`src/rtl/stp_pkg.sv`:
```
// ----------------------------------------------------------------------------
// stp_pkg
// Types and constants shared by the stepper axis step generator.
// ----------------------------------------------------------------------------
package stp_pkg;

   localparam int unsigned DATA_W      = 32;
   localparam logic [DATA_W-1:0] HOME_RESET = 32'd1000;

   localparam logic [1:0] ACT_TICK  = 2'd0;
   localparam logic [1:0] ACT_START = 2'd1;
   localparam logic [1:0] ACT_STOP  = 2'd2;

   typedef struct packed {
      logic [1:0] action;
      logic       move_dir;
      logic       limit_left;
      logic       limit_right;
      logic       reference_level;
   } req_type;

   typedef struct packed {
      logic              step_out;
      logic              moving;
      logic [DATA_W-1:0] position;
      logic [DATA_W-1:0] total_length;
      logic [DATA_W-1:0] ref_start;
      logic [DATA_W-1:0] ref_end;
      logic [DATA_W-1:0] ref_length;
      logic              ref_ok;
   } rsp_type;

endpackage

```
`src/rtl/stepper_axis_pulse_and_measure_top.sv`:
```
// ----------------------------------------------------------------------------
// stepper_axis_pulse_and_measure_top
// Stepper axis step generator with limit stops and reference measurement.
// ----------------------------------------------------------------------------
//   channel  direction  handshake          payload
//   req      in         req_valid/stall    stp_pkg::req_type
//   rsp      out        rsp_valid/stall    stp_pkg::rsp_type
//   csr      in         csr_valid/ready    home position, 32 bits
//
// One transaction per cycle unless rsp stalls; the path runs input register
// to result register, with the axis update done in the logic between them.
// Reset clears the axis state and loads the home position with 1000.
// A stalled result holds; the input register still takes one transaction,
// and req_stall rises only when both registers are full and rsp is stalled.
// ----------------------------------------------------------------------------
module stepper_axis_pulse_and_measure_top #(
   parameter int unsigned POSITION_WIDTH = 32
) (
   input  logic                         clock,
   input  logic                         reset,
   input  logic                         req_valid,
   output logic                         req_stall,
   input  stp_pkg::req_type             req_data,
   output logic                         rsp_valid,
   input  logic                         rsp_stall,
   output stp_pkg::rsp_type             rsp_data,
   input  logic                         csr_valid,
   output logic                         csr_ready,
   input  logic [stp_pkg::DATA_W-1:0]   csr_data
);
   import stp_pkg::*;

   logic              s1_valid_ff, s1_valid_in;
   req_type           s1_data_ff;
   logic              out_valid_ff, out_valid_in;
   rsp_type           out_data_ff;
   rsp_type           core_result;
   logic [DATA_W-1:0] home_ff;
   logic              out_ready;
   logic              advance;

   assign out_ready   = !out_valid_ff || !rsp_stall;
   assign advance     = s1_valid_ff && out_ready;
   assign req_stall   = s1_valid_ff && !out_ready;
   assign csr_ready   = 1'b1;
   assign s1_valid_in = (req_valid && !req_stall) || (s1_valid_ff && !advance);
   assign out_valid_in = advance || (out_valid_ff && rsp_stall);

   always_ff @(posedge clock) begin
      if (reset) begin
         s1_valid_ff  <= 1'b0;
         out_valid_ff <= 1'b0;
         home_ff      <= HOME_RESET;
      end else begin
         s1_valid_ff  <= s1_valid_in;
         out_valid_ff <= out_valid_in;
         if (csr_valid && csr_ready) begin
            home_ff <= csr_data;
         end
      end
   end

   // payload registers: load on accept, hold otherwise
   always_ff @(posedge clock) begin
      if (req_valid && !req_stall) begin
         s1_data_ff <= req_data;
      end
      if (advance) begin
         out_data_ff <= core_result;
      end
   end

   stp_core #(
      .POSITION_WIDTH(POSITION_WIDTH)
   ) u_core (
      .clock  (clock),
      .reset  (reset),
      .advance(advance),
      .item   (s1_data_ff),
      .home   (home_ff),
      .result (core_result)
   );

   assign rsp_valid = out_valid_ff;
   assign rsp_data  = out_data_ff;

   a_stall_only_when_full : assert property (@(posedge clock) disable iff (reset)
      req_stall |-> (s1_valid_ff && out_valid_ff && rsp_stall))
      else $error("input stalled while a register was free");

   a_hold_blocked : assert property (@(posedge clock) disable iff (reset)
      (s1_valid_ff && !out_ready) |=> (s1_valid_ff && $stable(s1_data_ff)))
      else $error("blocked transaction lost from input register");

   a_advance_fills_output : assert property (@(posedge clock) disable iff (reset)
      advance |=> rsp_valid)
      else $error("advanced transaction produced no result");

endmodule

```
`src/rtl/stp_core.sv`:
```
// ----------------------------------------------------------------------------
// stp_core
// Axis state and the next-state logic for one transaction: step toggle,
// limit stops, position count and reference edge measurement.
// ----------------------------------------------------------------------------
module stp_core #(
   parameter int unsigned POSITION_WIDTH = 32
) (
   input  logic                         clock,
   input  logic                         reset,
   input  logic                         advance,
   input  stp_pkg::req_type             item,
   input  logic [stp_pkg::DATA_W-1:0]   home,
   output stp_pkg::rsp_type             result
);
   import stp_pkg::*;

   localparam int unsigned PW = POSITION_WIDTH;
   localparam int unsigned EW = (PW > DATA_W) ? PW : DATA_W;

   logic          running_ff, running_in;
   logic          step_ff, step_in;
   logic          dir_ff, dir_in;
   logic [PW-1:0] pos_ff, pos_in;
   logic [PW-1:0] total_ff, total_in;
   logic [PW-1:0] start_ff, start_in;
   logic [PW-1:0] end_ff, end_in;
   logic [PW-1:0] len_ff, len_in;
   logic          valid_ff, valid_in;
   logic          seen_ff, seen_in;
   logic          last_ref_ff, last_ref_in;

   logic [PW-1:0] pos_step;
   logic [EW-1:0] pos_ext, home_ext;

   assign pos_ext  = EW'(pos_ff);
   assign home_ext = EW'(home);

   always_comb begin
      if (dir_ff) begin
         pos_step = pos_ff + PW'(1);
      end else if (pos_ff != '0) begin
         pos_step = pos_ff - PW'(1);
      end else begin
         pos_step = pos_ff;
      end
   end

   always_comb begin
      running_in  = running_ff;
      step_in     = step_ff;
      dir_in      = dir_ff;
      pos_in      = pos_ff;
      total_in    = total_ff;
      start_in    = start_ff;
      end_in      = end_ff;
      len_in      = len_ff;
      valid_in    = valid_ff;
      seen_in     = seen_ff;
      last_ref_in = last_ref_ff;
      unique case (item.action)
         ACT_TICK: begin
            priority if (running_ff && !dir_ff && item.limit_left) begin
               running_in = 1'b0;
               step_in    = 1'b0;
               pos_in     = PW'(home);
            end else if (running_ff && dir_ff && item.limit_right) begin
               running_in = 1'b0;
               step_in    = 1'b0;
               if (pos_ext >= home_ext) begin
                  total_in = PW'(pos_ext - home_ext);
               end
            end else if (!running_ff) begin
               step_in = 1'b0;
            end else begin
               step_in = !step_ff;
               // falling step edge: move one step and sample the reference
               if (step_ff) begin
                  pos_in      = pos_step;
                  last_ref_in = item.reference_level;
                  if (!last_ref_ff && item.reference_level) begin
                     start_in = pos_step;
                     seen_in  = 1'b1;
                     valid_in = 1'b0;
                  end else if (last_ref_ff && !item.reference_level && seen_ff) begin
                     end_in   = pos_step;
                     len_in   = (pos_step >= start_ff) ? pos_step - start_ff
                                                       : start_ff - pos_step;
                     valid_in = 1'b1;
                  end
               end
            end
         end
         ACT_START: begin
            running_in = 1'b1;
            dir_in     = item.move_dir;
         end
         ACT_STOP: begin
            running_in = 1'b0;
         end
         default: begin
         end
      endcase
   end

   always_ff @(posedge clock) begin
      if (reset) begin
         running_ff  <= 1'b0;
         step_ff     <= 1'b0;
         dir_ff      <= 1'b0;
         pos_ff      <= '0;
         total_ff    <= '0;
         start_ff    <= '0;
         end_ff      <= '0;
         len_ff      <= '0;
         valid_ff    <= 1'b0;
         seen_ff     <= 1'b0;
         last_ref_ff <= 1'b0;
      end else if (advance) begin
         running_ff  <= running_in;
         step_ff     <= step_in;
         dir_ff      <= dir_in;
         pos_ff      <= pos_in;
         total_ff    <= total_in;
         start_ff    <= start_in;
         end_ff      <= end_in;
         len_ff      <= len_in;
         valid_ff    <= valid_in;
         seen_ff     <= seen_in;
         last_ref_ff <= last_ref_in;
      end
   end

   always_comb begin
      result.step_out     = step_in;
      result.moving       = running_in;
      result.position     = DATA_W'(EW'(pos_in));
      result.total_length = DATA_W'(EW'(total_in));
      result.ref_start    = DATA_W'(EW'(start_in));
      result.ref_end      = DATA_W'(EW'(end_in));
      result.ref_length   = DATA_W'(EW'(len_in));
      result.ref_ok       = valid_in;
   end

endmodule
```
`config.mk`:
```
export PLATFORM = sky130hd
export DESIGN_NAME = stepper_axis_pulse_and_measure_top
export DESIGN_NICKNAME = d
export VERILOG_FILES = /design/src/rtl/stp_pkg.sv /design/src/rtl/stepper_axis_pulse_and_measure_top.sv /design/src/rtl/stp_core.sv
export SDC_FILE = /design/constraint.sdc
export NUM_CORES = 1
export LEC_CHECK = 0
export ABC_AREA = 0
export BUFFER_PORTS_ARGS = -buffer_cell sky130_fd_sc_hd__buf_2
export CAP_MARGIN = 25
export CORE_ASPECT_RATIO = 1.4
export CORE_MARGIN = 2
export CORE_UTILIZATION = 40
export CTS_CLUSTER_DIAMETER = 100
export DETAILED_ROUTE_END_ITERATION = 8
export PLACE_DENSITY = 0.72
export SLEW_MARGIN = 5
export SYNTH_ARGS = -nofsm -noshare
export SYNTH_HDL_FRONTEND = slang
export SYNTH_SLANG_ARGS = --single-unit
```
`constraint.sdc`:
```
create_clock -name clock -period 5.8 [get_ports clock]
set_input_delay 0.58 -clock clock [delete_from_list [all_inputs] [get_ports clock]]
set_output_delay 0.58 -clock clock [all_outputs]
set_load 0.01 [all_outputs]
```
# After elaboration in Yosys (flattened, before gate mapping)
# Cells that the tools add are included.
dict set report classes {
  n_mux 46
  n_eq_ne 2
  order_cmp 2
  reduce_logical 29
  bitwise 2
  add_sub_neg 5
}
# operator count
set op_table {}
lappend op_table {{$mux 32} 32}
lappend op_table {{$sub 32x32->32} 3}
lappend op_table {{$ge 32x32->1} 2}
lappend op_table {{$add 32x1->32 const B} 1}
lappend op_table {{$reduce_bool 32->1} 1}
lappend op_table {{$sub 32x1->32 const B} 1}
lappend op_table {{$mux 1} 13}
lappend op_table {{$logic_and 1x1->1} 12}
lappend op_table {{$logic_not 1->1} 9}
lappend op_table {{$reduce_and 7->1} 1}
lappend op_table {{$reduce_and 6->1} 1}
lappend op_table {{$logic_or 1x1->1} 3}
lappend op_table {{$pmux 1 s3} 1}
lappend op_table {{$eq 2x1->1 const B} 1}
lappend op_table {{$eq 2x2->1 const B} 1}
lappend op_table {{$logic_not 2->1} 1}
lappend op_table {{$not 1->1} 2}
lappend op_table {{$reduce_and 2->1} 1}
dict set report totals {
  out_inout_bits 166
  inputBits 43
  regBits 369
  wordCells 113
}

# Depth between registers and ports, before layout
dict set report logic_depth {
  ltp_word 12
  depth_mapped 20
  ltp_nobuf 19
}

# Hierarchy
# A second synthesis with hierarchy kept.
dict set report hier_totals {
  hier_cells 2423
  area_unflattened_um2 21102.7
}
# mod cells_each instances seq_area_each_um2 area_per_inst_um2
set modules_own_cells {}
lappend modules_own_cells {stp_core 2138 1 3323.2 14762.9}
lappend modules_own_cells {stepper_axis_pulse_and_measure_top 285 1 5755.5 6339.8}

# Least setup slack after synthesis
# OpenSTA, ideal clock, no wires.
dict set report synth_timing {
  path_type {input to register}
  startpoint {input rsp_stall}
  endpoint {register u_core.end_ff[2]}
  arrival_ns 5.685
  path_stages 5
  setup_slack_ns -0.286
  setup_ns 0.401
  path_buffers 1
  required_ns 5.399
  cell_sequence {nand2_1 > nand2_1 > inv_2 > buf_1 > a311oi_1}
}
dict set report synth_via {
  elab_chain_len 3
}
# item line_no
set synth_lines {}
lappend synth_lines {{start, declared} stepper_axis_pulse_and_measure_top.sv:25} ;# input logic rsp_stall,
lappend synth_lines {{$logic_not 1->1} stepper_axis_pulse_and_measure_top.sv:42} ;# assign out_ready = !out_valid_ff || !rsp_stall;
lappend synth_lines {{$logic_or 1x1->1} stepper_axis_pulse_and_measure_top.sv:42}
lappend synth_lines {{$logic_and 1x1->1} stepper_axis_pulse_and_measure_top.sv:43} ;# assign advance = s1_valid_ff && out_ready;
lappend synth_lines {{net advance} stepper_axis_pulse_and_measure_top.sv:40} ;# logic advance;
lappend synth_lines {{end signal, assigned} stp_core.sv:126} ;# end_ff <= end_in;
lappend synth_lines {{end, declared} stp_core.sv:27} ;# logic [PW-1:0] end_ff, end_in;
# The timed path passes the listed nets, and every way through them passes these cells.
# A chain may end at the register's enable or synchronous reset.

==> flow_metrics.env <==
export IMPL_cts_tree="built"
export IMPL_vdd_drop_max_mv=0.144
export IMPL_syn_to_final_growth_pct=16.5
export IMPL_die_area_mm2=0.0549
export IMPL_async_reset_ff_frac=0
export IMPL_status="finished, final reports clean"
export IMPL_via_per_inst=5.62
export IMPL_vias=19400
export IMPL_worst_ep_required_time_ns=6.09
export IMPL_place_hpwl_um=51800
export IMPL_cts_made_buffers=37
export IMPL_r2r_start="u_core.pos_ext[26]"
export IMPL_synth_area_mm2=0.0212
export IMPL_dp_cells=3381
export IMPL_cts_sinks=369
export IMPL_yosysUniqueCellTypes=94
export IMPL_drcViolationCount=0
export IMPL_worst_path_largest_cell_delay_ns=0.63
export IMPL_crit_cells=18
export IMPL_startpoint="u_core.pos_ext[26]"
export IMPL_clk_latency_ns=0.56
export IMPL_report_final_slew_viol_count=0
export IMPL_ys_seq_elements=369
export IMPL_place_gp_congestion=1.01
export IMPL_rows=99
export IMPL_track_usage=0.249
export IMPL_reg2reg_depth=18
export IMPL_min_delay_start="req_data[0]"
export IMPL_h_tree_depth=2
export IMPL_relSlewSlack=0.293
export IMPL_ys_seq_area_frac=0.428
export IMPL_grt_overflow_total=0
export IMPL_setup_violations=0
export IMPL_hold_violations=0
export IMPL_hold_depth=1
export IMPL_cellLeakagePower_nw=10.0
export IMPL_design_core_area_mm2=0.0523
export IMPL_max_freq_mhz=185
export IMPL_crit_type="reg -> reg"
export IMPL_synth_top_cell_area_share=0.239
export IMPL_post_route_min_period_ns=5.40
export IMPL_nNetsFinal=2858
export IMPL_initial_core_util=0.406
export IMPL_postSynthCellCount=2510
export IMPL_antenna_found_initial=0
export IMPL_root_buffer="clkbuf_16"
export IMPL_drt_pass1_iter_count=5
export IMPL_drive_gt1_frac=0.167
export IMPL_start_kind="flop"
export IMPL_die_w_um=199
export IMPL_wl_per_cell_um=20.1
export IMPL_totalPowerFinal_mw=6.97
export IMPL_postCtsSetupRepairBufs=0
export IMPL_routed_wirelength_um=69400
export IMPL_stdcell_count=3447
export IMPL_dieHeight_um=276
export IMPL_hold_class="in -> reg"
export IMPL_cap_violations=0
export IMPL_regToRegSetupSlack_ns=0.40
export IMPL_crit_chain="or4_1, nor4_1, nand4_1, nor2_1, xnor2_1, ha_1, inv_1, fa_1, a211o_1, a21oi_4, o211ai_4, o2111a_1, nor3_4, buf_4, mux2i_1, o221a_1, xor2_1, o21ai_1"
export IMPL_drt_initial_drc_count=1462
export IMPL_syn_area_per_cell_um2=8.45
export IMPL_synthFlopType="dfxtp_1"
export IMPL_diodes=0
export IMPL_crit_family="simple AND/OR/NAND/NOR gates"
export IMPL_critPathBufInv=2
export IMPL_powerDensity_mw_per_mm2=282
export IMPL_grt_pass1_wl_um=107000
export IMPL_port_buffers=207
export IMPL_critPathSlowestCell="or4_1"
export IMPL_crit_arrival_ns=5.69
export IMPL_ios=209
export IMPL_clkSlewWorstSetupHoldPaths_ns=0.06
export IMPL_synth_edf_count=169
export IMPL_worstMarginPinSlew_ns=1.06
export IMPL_clock_skew_final_ns=0.0176
export IMPL_synth_net_count=2654
export IMPL_crit_path_max_fanout=7
export IMPL_cts_path_max_buffers=3
export IMPL_synth_area_leaders="edfxtp_1 24%, dfxtp_1 19%, nand2_1 6.7%, a21oi_1 5.9%, ha_1 5.8%"
export IMPL_finalCritPeriodShare=0.932
export IMPL_antenna_left=0
export IMPL_first_global_vias=19000
export IMPL_tns_ns=0
export IMPL_yosysTopAreaCell="edfxtp_1"
export IMPL_cp_end_kind="flop"
export IMPL_grt_start_max_net_pins=72
export IMPL_ys_warn_count=0
export IMPL_rsz0062_at_grt="false"
layout make-up:
type | count | area [um2]
multi-input cells | 1835 | 11000
repair buffers | 336 | 2040
clock buffers | 46 | 1010
well taps | 707 | 885
flip-flops and latches | 369 | 9080
fillers | 5092 | 27600
clock inverters | 19 | 175
inverters | 135 | 512
repair_timing:
| item | 4_1_cts | 5_1_grt |
|---|---|---|
| setup endpoints to repair | 0 | 10 |
| gates resized for setup | 0 | 2 |
| hold buffers | 0 | 0 |
where the power goes:
group / internal (mW) / leakage, nW / switching (mW)
sequential: 2.78 / 3.25 / 0.0366
clock: 1.34 / 0.575 / 1.07
combinational: 0.696 / 6.20 / 1.04
sequential cells by signal, indices dropped and copies added (netlist names):
register and flops:
rsp_data 163, home_ff 32, u_core.end_ff 32, u_core.len_ff 32, u_core.pos_ext 32, u_core.start_ff 32
u_core.total_ff 32, s1_data_ff 6, rsp_valid 1, s1_valid_ff 1, u_core.dir_ff 1, u_core.last_ref_ff 1
u_core.running_ff 1, u_core.seen_ff 1, u_core.step_ff 1, u_core.valid_ff 1
cell families after synthesis:
family | share of synthesized area
multiplexers | 0.0231
flip-flops | 0.428
XOR/XNOR | 0.0358
AND/OR/NAND/NOR | 0.178
other | 0.000177
adder cells (fa/ha/maj) | 0.0607
buffers and inverters | 0.0552
AO/OA/AOI/OAI | 0.218
worst paths after layout:
path,endpoint
worst max-delay path,rsp_data[13]
worst min-delay path,s1_data_ff[0]
worst max register to register,rsp_data[13]
worst min register to register,u_core.end_ff[28]
Yosys cell counts (all sizes together) (6+ instances only):
master / number
xor2: 38
a22oi: 9
o21a: 18
mux2i: 40
o31a: 10
o22ai: 27
nand2: 379
nor3: 38
o21bai: 13
o21ai: 223
a21oi: 252
a31oi: 16
a21o: 42
nor2: 217
edfxtp: 169
dfxtp: 200
and3: 24
nor4: 18
nand3: 42
xnor2: 47
nor2b: 16
and2: 8
a211oi: 51
mux2: 8
nand4: 35
or4: 10
clkbuf: 145
nand2b: 6
or3: 11
buf: 26
nand3b: 10
and4: 6
o211ai: 21
ha: 98
inv: 134
or2: 11
o31ai: 20
worst reg2reg max path: cells and delay by family (launching register included):
kind / cells / cell delay (ns)
multiplexers: 1 / 0.25
XOR/XNOR: 2 / 0.45
adder cells (fa/ha/maj): 2 / 0.71
AND/OR/NAND/NOR: 5 / 1.76
buffers and inverters: 2 / 0.25
AO/OA/AOI/OAI: 6 / 1.35
flip-flops: 1 / 0.37
per-stage QoR:
stage          utilization  hold slack [ns]  worst slack, ns  area, um2
2_1_floorplan            -            0.429            0.154      21200
3_3_place_gp         0.449            0.442            0.469      23500
3_5_place_dp         0.449            0.447            0.340      23500
4_1_cts              0.472            0.185            0.324      24700
5_1_grt              0.472            0.191           0.0745      24700
6_report             0.472            0.206            0.396      24700
per-layer routing:
layer,global-route usage,part of all wire,vias up
li1,-,-,9315
met1,0.302,0.41,9132
met2,0.431,0.49,721
met3,0.0284,0.051,192
met4,0.131,0.057,0
met5,0,0,-
placed cells by master, fill, tap and decap left out, types with 41 or more instances in the layout:
| master | n |
|---|---|
| nand2_1 | 377 |
| a21oi_1 | 249 |
| nor2_1 | 213 |
| buf_2 | 206 |
| dfxtp_1 | 200 |
| edfxtp_1 | 169 |
| o21ai_0 | 160 |
| buf_4 | 127 |
| inv_1 | 118 |
| ha_1 | 98 |
| o21ai_1 | 63 |
| a211oi_1 | 50 |
| xnor2_1 | 45 |
| a21o_1 | 42 |
| nand3_1 | 41 |
(Power assumes the default switching activity.)
